===== config.mk =====
export PLATFORM = sky130hd
export DESIGN_NAME = monotonic_clock_sample_filter_core
export DESIGN_NICKNAME = d
export VERILOG_FILES = /design/src/hw/rtl/mcsf_pkg.sv /design/src/hw/rtl/monotonic_clock_sample_filter_core.sv /design/src/hw/rtl/mcsf_span.sv /design/src/hw/rtl/mcsf_fault.sv
export VERILOG_INCLUDE_DIRS = /design/src /design/src/hw/rtl
export SDC_FILE = /design/constraint.sdc
export NUM_CORES = 2
export LEC_CHECK = 0
export ABC_CLOCK_PERIOD_IN_PS = 12480
export BUFFER_PORTS_ARGS = -buffer_cell sky130_fd_sc_hd__buf_2
export CELL_PAD_IN_SITES_DETAIL_PLACEMENT = 1
export CELL_PAD_IN_SITES_GLOBAL_PLACEMENT = 1
export CORE_ASPECT_RATIO = 1.5
export CORE_MARGIN = 2
export CORE_UTILIZATION = 45
export CTS_CLUSTER_SIZE = 20
export DETAILED_ROUTE_END_ITERATION = 12
export MAX_ROUTING_LAYER = met4
export PLACE_DENSITY_LB_ADDON = 0.1
export SLEW_MARGIN = 20
export SYNTH_ARGS = -nofsm -noshare
export SYNTH_HDL_FRONTEND = slang
export SYNTH_SLANG_ARGS = --single-unit

===== constraint.sdc =====
create_clock -name clk -period 12.48 [get_ports clk]
set_input_delay 0.624 -clock clk [delete_from_list [all_inputs] [get_ports clk]]
set_output_delay 0.624 -clock clk [all_outputs]
set_load 0.01 [all_outputs]

===== src/hw/rtl/monotonic_clock_sample_filter_core_defines.svh =====
// assertion macros for the monotonic clock sample filter
// used by files that assert; expects clk and rst_n in scope
`ifndef MONOTONIC_CLOCK_SAMPLE_FILTER_CORE_DEFINES_SVH
`define MONOTONIC_CLOCK_SAMPLE_FILTER_CORE_DEFINES_SVH

// same-cycle implication, checked outside reset
`define MCSF_CHK_NOW(lbl, ante, cons, msg) \
  lbl: assert property (@(posedge clk) disable iff (!rst_n) (ante) |-> (cons)) \
    else $error(msg);

// next-cycle implication, checked outside reset
`define MCSF_CHK_NEXT(lbl, ante, cons, msg) \
  lbl: assert property (@(posedge clk) disable iff (!rst_n) (ante) |=> (cons)) \
    else $error(msg);

`endif


===== src/hw/rtl/mcsf_pkg.sv =====
// shared types and constants for the monotonic clock sample filter
// no dependencies
`default_nettype none

package mcsf_pkg;

  localparam int unsigned TIME_W  = 32;
  localparam int unsigned TOL_W   = 16;
  localparam int unsigned UNITS_W = 10;
  localparam int unsigned RUN_W   = 8;
  localparam int unsigned IDX_W   = 2;

  // one high-word unit: 2^32 us in ms, rounded down
  localparam logic [31:0] UNIT_STEP_MS = 32'd4294967;
  localparam logic [31:0] UNIT_HALF    = UNIT_STEP_MS >> 1;
  // ceil(2^54 / unit): quotient of a value below 2^31 + unit/2 is bits 63:54
  localparam logic [31:0] UNIT_RECIP =
    32'(((64'd1 << 54) + 64'(UNIT_STEP_MS) - 64'd1) / 64'(UNIT_STEP_MS));
  // ceil(2^52 / 1000): floor(n * 2^32 / 1000) is bits 52:20 of n times this
  localparam logic [42:0] EXACT_RECIP = 43'(((64'd1 << 52) + 64'd999) / 64'd1000);

  // register indexes
  localparam logic [IDX_W-1:0] REG_TOLERANCE = 2'd0;
  localparam logic [IDX_W-1:0] REG_MAX_UNITS = 2'd1;
  localparam logic [IDX_W-1:0] REG_REBASE    = 2'd2;
  localparam logic [IDX_W-1:0] REG_JUMP_THR  = 2'd3;

  typedef enum logic [2:0] {
    EV_FIRST    = 3'd0,
    EV_ACCEPT   = 3'd1,
    EV_JUMP     = 3'd2,
    EV_WORDSTEP = 3'd3,
    EV_BACKWARD = 3'd4,
    EV_REBASE   = 3'd5
  } event_kind_t;

  // distance of one sample from one candidate held time
  typedef struct packed {
    logic [31:0]        delta;
    logic               backward;
    logic [31:0]        mag;
    logic [UNITS_W-1:0] units;
  } span_t;

endpackage

`default_nettype wire


===== src/hw/rtl/monotonic_clock_sample_filter_core.sv =====
// monotonic clock sample filter, top level
// depends on mcsf_pkg, mcsf_span, mcsf_fault, monotonic_clock_sample_filter_core_defines.svh
//
//   channel | direction | handshake          | payload
//   in_     | in        | in_valid/in_stall  | sample_ms
//   out_    | out       | out_valid/out_stall| filtered time, event kind, counters
//   cfg_    | in        | cfg_we             | cfg_index, cfg_data
//
// one request per cycle sustained while out_stall stays low; a taken request moves through the
// input register, span stage and output register; the held-time loop closes in the last stage
// reset is synchronous and active low: pipeline empty, counters cleared, registers at defaults
// out_stall propagates back to in_stall within the same cycle through the three stages
`default_nettype none

`include "monotonic_clock_sample_filter_core_defines.svh"

module monotonic_clock_sample_filter_core
  import mcsf_pkg::*;
(
  input  wire logic               clk,
  input  wire logic               rst_n,

  input  wire logic               in_valid,
  output logic                    in_stall,
  input  wire logic [31:0]        in_sample_ms,

  output logic                    out_valid,
  input  wire logic               out_stall,
  output logic [31:0]             out_filtered_ms,
  output logic [2:0]              out_event_kind,
  output logic [31:0]             out_backward_count,
  output logic [31:0]             out_word_step_count,
  output logic [UNITS_W-1:0]      out_last_units,
  output logic [31:0]             out_rebase_count,
  output logic signed [31:0]      out_last_rebase_delta,
  output logic [31:0]             out_jump_count,
  output logic [31:0]             out_last_jump_ms,

  input  wire logic               cfg_we,
  input  wire logic [IDX_W-1:0]   cfg_index,
  input  wire logic [31:0]        cfg_data
);

  // configuration registers
  logic [TOL_W-1:0]   tol_r;
  logic [UNITS_W-1:0] max_units_r;
  logic [RUN_W-1:0]   rebase_after_r;
  logic [31:0]        jump_thr_r;

  // filter state
  logic               started_r,  started_nxt;
  logic [31:0]        held_r,     held_nxt;
  logic [RUN_W-1:0]   run_r,      run_nxt;
  logic [31:0]        bwd_r,      bwd_nxt;
  logic [31:0]        wst_r,      wst_nxt;
  logic [UNITS_W-1:0] units_r,    units_nxt;
  logic [31:0]        reb_r,      reb_nxt;
  logic [31:0]        rdelta_r,   rdelta_nxt;
  logic [31:0]        jmp_r,      jmp_nxt;
  logic [31:0]        rjump_r,    rjump_nxt;

  // pipeline: input register, span stage, output register
  logic               v0_r, v1_r, vo_r;
  logic [31:0]        s0_r, s1_r;
  span_t              c0_r, c1_r;          // spans against the two held-time candidates
  logic [31:0]        h0_r, h1_r;          // the candidates themselves
  logic [31:0]        filt_r, filt_nxt;
  event_kind_t        kind_r, kind_nxt;

  logic               out_free, mv1, r1_free, mv0, acc_in;
  span_t              c0, c1, cs;
  logic               fault;
  logic               reject;
  logic [RUN_W-1:0]   run_inc;

  // flow control: each stage moves when the one after it is empty or moving
  assign out_free = !vo_r || !out_stall;
  assign mv1      = v1_r && out_free;
  assign r1_free  = !v1_r || mv1;
  assign mv0      = v0_r && r1_free;
  assign in_stall = v0_r && !mv0;
  assign acc_in   = in_valid && !in_stall;

  // when a request enters the span stage, the held time it will see is either the
  // current held time or the sample of the request leaving the span stage now
  mcsf_span u_span_held (
    .sample (s0_r),
    .held   (held_r),
    .span   (c0)
  );

  mcsf_span u_span_prev (
    .sample (s0_r),
    .held   (s1_r),
    .span   (c1)
  );

  // pick the candidate that matches the held time left by the previous request
  assign cs = (held_r != h0_r) ? c1_r : c0_r;

  mcsf_fault u_fault (
    .units     (cs.units),
    .mag       (cs.mag),
    .tolerance (tol_r),
    .max_units (max_units_r),
    .fault     (fault)
  );

  assign run_inc = run_r + 1'b1;

  // decision and state update for the request in the span stage
  always_comb begin
    started_nxt = started_r;
    held_nxt    = held_r;
    run_nxt     = run_r;
    bwd_nxt     = bwd_r;
    wst_nxt     = wst_r;
    units_nxt   = units_r;
    reb_nxt     = reb_r;
    rdelta_nxt  = rdelta_r;
    jmp_nxt     = jmp_r;
    rjump_nxt   = rjump_r;
    filt_nxt    = s1_r;
    kind_nxt    = EV_ACCEPT;
    reject      = 1'b0;

    if (!started_r) begin
      // first reading passes as is
      started_nxt = 1'b1;
      held_nxt    = s1_r;
      kind_nxt    = EV_FIRST;
    end else begin
      // a high-word fault wins over a plain backward step
      if (fault) begin
        wst_nxt   = wst_r + 1'b1;
        units_nxt = cs.units;
        reject    = 1'b1;
        kind_nxt  = EV_WORDSTEP;
      end else if (cs.backward) begin
        bwd_nxt   = bwd_r + 1'b1;
        reject    = 1'b1;
        kind_nxt  = EV_BACKWARD;
      end

      if (reject) begin
        run_nxt = run_inc;
        if (run_inc < rebase_after_r) begin
          filt_nxt = held_r;
        end else begin
          // enough rejects in a row: adopt the new reading
          reb_nxt    = reb_r + 1'b1;
          rdelta_nxt = cs.delta;
          run_nxt    = '0;
          held_nxt   = s1_r;
          kind_nxt   = EV_REBASE;
        end
      end else begin
        run_nxt  = '0;
        held_nxt = s1_r;
        if (cs.mag > jump_thr_r) begin
          jmp_nxt   = jmp_r + 1'b1;
          rjump_nxt = cs.mag;
          kind_nxt  = EV_JUMP;
        end
      end
    end
  end

  // control state, configuration and filter state
  always_ff @(posedge clk) begin
    if (!rst_n) begin
      v0_r           <= 1'b0;
      v1_r           <= 1'b0;
      vo_r           <= 1'b0;
      tol_r          <= 16'd50;
      max_units_r    <= 10'd512;
      rebase_after_r <= 8'd3;
      jump_thr_r     <= 32'd1000;
      started_r      <= 1'b0;
      held_r         <= '0;
      run_r          <= '0;
      bwd_r          <= '0;
      wst_r          <= '0;
      units_r        <= '0;
      reb_r          <= '0;
      rdelta_r       <= '0;
      jmp_r          <= '0;
      rjump_r        <= '0;
    end else begin
      if (acc_in) begin
        v0_r <= 1'b1;
      end else if (mv0) begin
        v0_r <= 1'b0;
      end

      if (mv0) begin
        v1_r <= 1'b1;
      end else if (mv1) begin
        v1_r <= 1'b0;
      end

      if (mv1) begin
        vo_r <= 1'b1;
      end else if (out_free) begin
        vo_r <= 1'b0;
      end

      if (cfg_we) begin
        unique case (cfg_index)
          REG_TOLERANCE: tol_r          <= cfg_data[TOL_W-1:0];
          REG_MAX_UNITS: max_units_r    <= cfg_data[UNITS_W-1:0];
          REG_REBASE:    rebase_after_r <= cfg_data[RUN_W-1:0];
          REG_JUMP_THR:  jump_thr_r     <= cfg_data;
          default: ;
        endcase
      end

      if (mv1) begin
        started_r <= started_nxt;
        held_r    <= held_nxt;
        run_r     <= run_nxt;
        bwd_r     <= bwd_nxt;
        wst_r     <= wst_nxt;
        units_r   <= units_nxt;
        reb_r     <= reb_nxt;
        rdelta_r  <= rdelta_nxt;
        jmp_r     <= jmp_nxt;
        rjump_r   <= rjump_nxt;
      end
    end
  end

  // payload registers
  always_ff @(posedge clk) begin
    if (acc_in) begin
      s0_r <= in_sample_ms;
    end
    if (mv0) begin
      s1_r <= s0_r;
      c0_r <= c0;
      c1_r <= c1;
      h0_r <= held_r;
      h1_r <= s1_r;
    end
    if (mv1) begin
      filt_r <= filt_nxt;
      kind_r <= kind_nxt;
    end
  end

  // counters only move when a new result is loaded, so they can feed the port directly
  assign out_valid             = vo_r;
  assign out_filtered_ms       = filt_r;
  assign out_event_kind        = kind_r;
  assign out_backward_count    = bwd_r;
  assign out_word_step_count   = wst_r;
  assign out_last_units        = units_r;
  assign out_rebase_count      = reb_r;
  assign out_last_rebase_delta = rdelta_r;
  assign out_jump_count        = jmp_r;
  assign out_last_jump_ms      = rjump_r;

  // the held time always equals the time handed out with the pending result
  `MCSF_CHK_NOW(a_out_is_held, vo_r, filt_r == held_r, "held time differs from result")
  // the held time seen by the span stage is one of its two candidates
  `MCSF_CHK_NOW(a_cand_cover, v1_r && (held_r != h0_r), held_r == h1_r, "no span candidate")
  // any taken or rebased reading ends the reject run
  `MCSF_CHK_NOW(a_run_clear,
    vo_r && (kind_r == EV_FIRST || kind_r == EV_ACCEPT || kind_r == EV_JUMP ||
    kind_r == EV_REBASE), run_r == '0, "reject run not cleared")
  // only the very first reading is reported as first
  `MCSF_CHK_NEXT(a_first_once, mv1 && started_r, kind_r != EV_FIRST, "repeated first event")

endmodule

`default_nettype wire


===== src/hw/rtl/mcsf_span.sv =====
// wrapped distance of a sample from a held time and its rounded unit count
// depends on mcsf_pkg
`default_nettype none

module mcsf_span
  import mcsf_pkg::*;
(
  input  wire logic [31:0] sample,
  input  wire logic [31:0] held,
  output span_t            span
);

  logic [31:0] delta;
  logic [31:0] mag;
  logic [31:0] mag_rnd;
  logic [63:0] prod;

  assign delta   = sample - held;
  assign mag     = delta[31] ? (held - sample) : delta;
  assign mag_rnd = mag + UNIT_HALF;
  // rounded quotient by the unit, via reciprocal
  assign prod    = {32'd0, mag_rnd} * {32'd0, UNIT_RECIP};

  assign span.delta    = delta;
  assign span.backward = delta[31];
  assign span.mag      = mag;
  assign span.units    = prod[63:54];

endmodule

`default_nettype wire


===== src/hw/rtl/mcsf_fault.sv =====
// high-word fault test: distance close to floor(n * 2^32 / 1000)
// depends on mcsf_pkg
`default_nettype none

module mcsf_fault
  import mcsf_pkg::*;
(
  input  wire logic [UNITS_W-1:0] units,
  input  wire logic [31:0]        mag,
  input  wire logic [TOL_W-1:0]   tolerance,
  input  wire logic [UNITS_W-1:0] max_units,
  output logic                    fault
);

  logic [52:0] prod;
  logic [32:0] exact;
  logic [32:0] mag_x;
  logic [32:0] diff;

  assign prod  = {43'd0, units} * {10'd0, EXACT_RECIP};
  assign exact = prod[52:20];
  assign mag_x = {1'b0, mag};
  assign diff  = (mag_x >= exact) ? (mag_x - exact) : (exact - mag_x);

  assign fault = (units != '0) && (units <= max_units) && (diff <= {17'd0, tolerance});

endmodule

`default_nettype wire


# After elaboration in Yosys (flattened, before gate mapping)
# Cells that the tools add are included.
[totals] regBits=593 elab_cells=108
[classes] n_addsub=13 multipliers=3 n_lt_le_gt_ge=5 n_eq_ne=4 mux=23 n_bitwise=3 n_reduce_logical=27
[op_table] cell="32-bit two-way mux" n=5
[op_table] cell="32-bit by 1-bit adder with 32-bit output (second input constant)" n=4
[op_table] cell="32-bit subtractor" n=4
[op_table] cell="32-bit by 31-bit multiplier with 63-bit output (second input constant)" n=2
[op_table] cell="75-bit two-way mux" n=1
[op_table] cell="32-bit by 22-bit adder with 32-bit output (second input constant)" n=2
[op_table] cell="10-bit by 43-bit multiplier with 53-bit output (second input constant)" n=1
[op_table] cell="32-bit by 33-bit >= comparator with 1-bit output" n=1
[op_table] cell="33-bit by 16-bit less-or-equal comparator with 1-bit output" n=1
[op_table] cell="33-bit two-way mux" n=1
[op_table] cell="32-bit by 33-bit subtractor with 33-bit output" n=1
[op_table] cell="33-bit by 32-bit subtractor with 33-bit output" n=1
[op_table] cell="32-bit > comparator" n=1
[op_table] cell="32-bit != test" n=1
[op_table] cell="8-bit two-way mux" n=2
[op_table] cell="3-bit two-way mux" n=5
[op_table] cell="4-bit AND reduction" n=3
[op_table] cell="10-bit less-or-equal comparator" n=1
[op_table] cell="2-bit AND reduction" n=5
[op_table] cell="10-bit nonzero test" n=1
[op_table] cell="1-bit two-way mux" n=9
[op_table] cell="8-bit by 1-bit adder with 8-bit output (second input constant)" n=1
[op_table] cell="8-bit < comparator" n=1
[op_table] cell="1-bit logical AND" n=6
[op_table] cell="8 further kinds" n=18

# Depth between registers and ports, before layout
[logic_depth] depth_word=11 depth_mapped=64

# Cells and area by module
# Synthesis repeated with hierarchy kept, for this count alone.
[unflattened] hier_cells=7174 hier_area_um2=65690.5
[modules_own_cells] module="monotonic_clock_sample_filter_core" n_inst=1 cells_each=2115 area_each_um2=24129.4 seq_area_each_um2=14684.1
[modules_own_cells] module="mcsf_span (u_span_held)" n_inst=1 cells_each=1878 area_each_um2=15579.9 seq_area_each_um2=0.0
[modules_own_cells] module="mcsf_span (u_span_prev)" n_inst=1 cells_each=1854 area_each_um2=15438.6 seq_area_each_um2=0.0
[modules_own_cells] module="mcsf_fault" n_inst=1 cells_each=1327 area_each_um2=10542.6 seq_area_each_um2=0.0

# Worst setup path after synthesis
# No wires, ideal clock.
[synth_path] kind="reg-to-reg" startpoint="register h0_r[2]" endpoint="register filt_r[31], in the netlist out_filtered_ms[31], data pin" arrival_time_ns=12.854 path_slack_ns=-0.634 path_stages_with_launch=60 n_path_buf=6 synth_period_minus_slack_ns=13.114 cell_sequence="edfxtp_1 xor2_1 nor4_1 nand4_1 nor2_1 clkbuf_1 mux2i_1 ha_1 inv_1 ha_1 or3_1 clkbuf_1 inv_1 fa_1 fa_1 inv_1 fa_1 inv_1 [24 not listed] clkbuf_1 mux2i_1 ha_1 nor2b_1 o21a_1 o21a_1 o21a_1 o21a_1 o21ai_0 a21oi_1 o21ai_0 o2111ai_1 nor4_4 nand2_1 buf_4 o21ai_4 nand3_1 mux2_2"
[synth_via] elab_chain_cells=11 elab_cells_between_ends=17 classes_between="2 x add/sub; 1 x mul; 3 x order compare; 1 x eq/ne; 7 x mux; 3 x reduce/logical"
[synth_rtl] item="start, declared" line_no="monotonic_clock_sample_filter_core.sv:66" source="logic [31:0] h0_r, h1_r;"
[synth_rtl] item="start signal, assigned" line_no="monotonic_clock_sample_filter_core.sv:242" source="h0_r <= held_r;"
[synth_rtl] item="32-bit != test *" line_no="monotonic_clock_sample_filter_core.sv:99" source="assign cs = (held_r != h0_r) ? c1_r : c0_r;"
[synth_rtl] item="75-bit two-way mux *" line_no="monotonic_clock_sample_filter_core.sv:99"
[synth_rtl] item="10-bit by 43-bit multiplier with 53-bit output" line_no="mcsf_fault.sv:20" source="assign prod = {43'd0, units} * {10'd0, EXACT_RECIP};"
[synth_rtl] item="33-bit by 32-bit subtractor with 33-bit output, or another cell as far along" line_no="mcsf_fault.sv:23" source="assign diff = (mag_x >= exact) ? (mag_x - exact) : (exact - mag_x);"
[synth_rtl] item="33-bit two-way mux" line_no="mcsf_fault.sv:23"
[synth_rtl] item="33-bit by 16-bit less-or-equal comparator with 1-bit output" line_no="mcsf_fault.sv:25" source="assign fault = (units != '0) && (units <= max_units) && (diff <= {17'd0, tolerance});"
[synth_rtl] item="1-bit logical AND" line_no="mcsf_fault.sv:25"
[synth_rtl] item="1-bit two-way mux *" line_no="monotonic_clock_sample_filter_core.sv:134" source="if (fault) begin"
[synth_rtl] item="1-bit two-way mux *" line_no="monotonic_clock_sample_filter_core.sv:127" source="if (!started_r) begin"
[synth_rtl] item="32-bit two-way mux *"
[synth_rtl] item="32-bit two-way mux *" line_no="monotonic_clock_sample_filter_core.sv:127"
[synth_rtl] item="named net filt_nxt[31]" line_no="monotonic_clock_sample_filter_core.sv:67" source="logic [31:0] filt_r, filt_nxt;"
[synth_rtl] item="end signal, assigned" line_no="monotonic_clock_sample_filter_core.sv:246" source="filt_r <= filt_nxt;"
[synth_rtl] item="end, declared" line_no="monotonic_clock_sample_filter_core.sv:67"
# Mark *: on every way through the listed nets, which the timed path passes. The rest lies on a longest branch. The select of a mux whose other input is x is not followed.
# A chain may end at the register's enable or synchronous reset.

# Final worst setup path
[layout_path] startpoint="register h0_r[15]" endpoint="register wst_r[7], in the netlist out_word_step_count[7]"
[layout_via] elab_chain_cells=8 elab_cells_between_ends=13 classes_between="2 x add/sub; 1 x mul; 3 x order compare; 1 x eq/ne; 2 x mux; 4 x reduce/logical"
[layout_rtl] item="32-bit != test *" line_no="monotonic_clock_sample_filter_core.sv:99"
[layout_rtl] item="75-bit two-way mux *" line_no="monotonic_clock_sample_filter_core.sv:99"
[layout_rtl] item="10-bit by 43-bit multiplier with 53-bit output" line_no="mcsf_fault.sv:20"
[layout_rtl] item="33-bit by 32-bit subtractor with 33-bit output, or another cell as far along" line_no="mcsf_fault.sv:23"
[layout_rtl] item="33-bit two-way mux" line_no="mcsf_fault.sv:23"
[layout_rtl] item="33-bit by 16-bit less-or-equal comparator with 1-bit output" line_no="mcsf_fault.sv:25"
[layout_rtl] item="1-bit logical AND *" line_no="mcsf_fault.sv:25"
[layout_rtl] item="3-bit AND reduction (no line) *"
[layout_rtl] item="end signal, assigned" line_no="monotonic_clock_sample_filter_core.sv:223" source="wst_r <= wst_nxt;"
[layout_rtl] item="end, declared" line_no="monotonic_clock_sample_filter_core.sv:55" source="logic [31:0] wst_r, wst_nxt;"
# Mark *: on every way between the ends. The rest lies on a longest branch, timed or not.

==> impl_results.md <==
- Status: complete, but fails checks
- Failing checks: setup timing
- Critical path's top delay family: simple AND/OR/NAND/NOR gates
- Clock skew: ~56 ps
- CP endpoint kind: register
- H-Tree Depth: 3
- Slew Limit Headroom: 0.0780
- Final antenna-violating net count: 0
- CTS tree: built
- Routed via count: 54,400
- Multi-input logic area: roughly 46,000 um2
- I/O Pins: 310
- Worst-Margin Slew: ~1400 ps
- Core area: 138,000 um2
- Final Hold Fails: 0
- Post-synthesis sequential area ratio: 0.233
- Hold buffer count at CTS: 0
- Final #Nets: just over 9,000
- Die Ht: between 400 and 500 um
- Synthesized area per cell: roughly 9.4 um2
- Die W: between 300 and 400 um
- Yosys cell types: 100
- Post-synth top flop: dfxtp_1
- CP arrival: between 10,000 and 15,000 ps
- Drt wl/cell: about 26 um
- Final core occ: 0.562
- Fill cells: between 15,000 and 20,000
- Critical path's largest stage delay: 570 ps
- Drt total wl: approximately 250,000 um
- CTS Sinks: 589
- FFs w/ async S/R, synth: 0
- Cell taking the most area after synthesis: ha_1
- CP Data Required Time: approximately 13,000 ps
- DR DRC count: 0
- First-pass GRT wire length: 350,000 um
- WP buf/inv: 8
- Rows: between 150 and 200
- Cells after Synth: around 6,700
- Setup ws final: -263 ps
- Initial antenna violation count: 11
- Flip-flop and latch area: roughly 15,000 um2
- CP max FO: 7
- F_max: between 70 and 80 MHz
- IO buf count: 309
- Total GRT Usage: 0.337
- Vias in the first global route: roughly 57,000
- Largest net degree at the start of global routing: between 100 and 150
- Area contributors post-synth: ha_1 (22%), fa_1 (14%), edfxtp_1 (13%), dfxtp_1 (10%), inv_1 (6.0%)
- Max-slew violation count: 0
- Clock buffer depth: 3
- Crit path time final: approximately 13,000 ps
- Area grow syn2layout: 24.0%
- CTS root buf: clkbuf_16
- Crit path launch type: register
- Clk Latency, worst-skew pair: just over 700 ps
- Initial Utilization: 0.453
- CP Class: register to register
- CP max stage cell: fa_1
- Gr ovfl total: 0
- Worst min-delay path class: input port to register
- Synth top area share: 0.217
- Syn Std Cell Area: 62,500 um2
- Via density: 5.76
- Period utilisation layout: 1.02
- Dpl hpwl: between 150,000 and 200,000 um
- Drt first-iter violations: about 3,200
- Clock transition at path regs: 70 ps
- Synthesized Nets: 8,256
- Post-synth EDFFs: about 280
- Inserted Clock Buffers: 66
- Die Area: 142,000 um2
- MaxCap Viol Count: 0
- Fraction of layout cells with a size suffix above 1: 0.221
- Gpl congestion: around 1.0
- Top flop regs: c0_r: 73 flops, c1_r: 73 flops
- DRT Pass-1 Iters: 6
- RSZ-0062 raised after global routing: yes
- Synth warnings: 0
- Flops & latches, synth: ~600
- Final setup viols: around 210
-- synthesized netlist by cell type (9+ instances only) --
cell       count
a211o_1       13
a211oi_1      66
a21boi_0      11
a21o_1       179
a21oi_1      428
a221oi_1      12
a31oi_1       24
and2_1        26
and3_1        54
and4_1        21
buf_1         10
buf_2         36
clkbuf_1     171
dfxtp_1      312
edfxtp_1     277
fa_1         438
ha_1        1087
inv_1       1000
mux2_2        42
mux2i_1      137
nand2_1      380
nand2b_1      95
nand3_1      156
nand4_1       77
nor2_1       305
nor2b_1       62
nor3_1        60
nor3b_1       12
nor4_1        41
o2111a_1       9
o2111ai_1     18
o211ai_1      74
o21a_1        56
o21ai_0      249
o21bai_1      48
o311ai_0      27
o31a_1        14
o31ai_1       57
o41ai_1       24
or2_2         15
or3_1         34
or4_1         46
xnor2_1      185
xor2_1       124
-- routing by layer --
metal  track usage  share of wire
met5             -              0
met2         0.591           0.51
met3        0.0429          0.045
met1         0.360           0.37
met4         0.205          0.071
-- through the flow --
stage / hold slack (ps) / setup TNS (ps) / instance area, um2 / instances / setup slack [ps]
CTS: 50.1 / -936 / 73500 / 9340 / -81.0
detailed placement: 450 / -146090 / 70100 / 9176 / -684
finish: 88.1 / -18820 / 77600 / 9441 / -263
global placement: 442 / -68890 / 70100 / 9176 / -395
global route: 72.4 / -161720 / 77600 / 9438 / -767
floorplan: 436 / 0 / 62600 / 6660 / 9.31
-- area by class of cell --
cell class | count | area share
clock buffer | 84 | 0.0234
antenna | 9 | 0.000290
multi-input combinational | 4843 | 0.598
tap | 1859 | 0.0300
timing repair buffer | 1016 | 0.105
inverter | 1003 | 0.0488
clock inverter | 38 | 0.00673
sequential | 589 | 0.188
-- placed cells by master, fill, tap and decap left out, drive strengths merged, types with 14 or more instances in the layout --
cell / synthesis / routed
o31ai: 58 / 58
buf: 55 / 991
mux2: 42 / 42
or3: 34 / 34
edfxtp: 277 / 277
a21o: 179 / 179
or2: 16 / 16
o31a: 14 / 14
and4: 21 / 21
dfxtp: 312 / 312
inv: 1003 / 1008
nand2: 382 / 383
o41ai: 25 / 25
nand4: 78 / 78
and3: 54 / 54
xnor2: 185 / 185
o21bai: 48 / 48
o311ai: 29 / 29
a21oi: 428 / 429
ha: 1087 / 1087
a211oi: 66 / 66
nand3: 156 / 156
clkinv: 0 / 21
and2: 27 / 27
nand2b: 95 / 95
nor2: 307 / 307
clkbuf: 172 / 108
a31oi: 25 / 25
fa: 438 / 438
o21ai: 256 / 256
mux2i: 137 / 137
o21a: 56 / 56
nor4: 44 / 44
o2111ai: 19 / 19
nor2b: 62 / 62
o211ai: 76 / 76
or4: 47 / 47
xor2: 124 / 124
nor3: 61 / 61
-- path summary, 6_finish.rpt --
| kind | from | end | slack, ps | cells past startpoint |
|---|---|---|---|---|
| hold reg to reg | tol_r[13] | tol_r[13] | 460 | 2 |
| setup reg to reg | h0_r[15] | out_word_step_count[7] | -260 | 56 |
| setup / recovery | h0_r[15] | out_word_step_count[7] | -260 | 56 |
| hold / removal | in_sample_ms[18] | s0_r[18] | 90 | 1 |
-- cells by family (layout without fill, tap and decap cells) --
logic type / Yosys count / after routing / synth area share
muxes: 180 / 180 / 0.0298
xor gates and xnor gates: 309 / 309 / 0.0433
DFF: 589 / 589 / 0.233
other: 0 / 9 / 0
buffers and inverters: 1230 / 2141 / 0.0753
AOI/OAI and AO/OA: 1414 / 1415 / 0.148
and+or+nand+nor: 1413 / 1414 / 0.113
adders and majority gates: 1525 / 1525 / 0.358
-- timing repair --
| item | 4_1_cts | 5_1_grt |
|---|---|---|
| cloned | 7 | 37 |
| setup endpoints to repair | 277 | 293 |
| pin swaps | 88 | 299 |
| setup buffers | 35 | 59 |
| resized for setup | 120 | 639 |
Power is not shown: default switching activity piles up to over one toggle a cycle in this logic, so the estimate is an artifact.
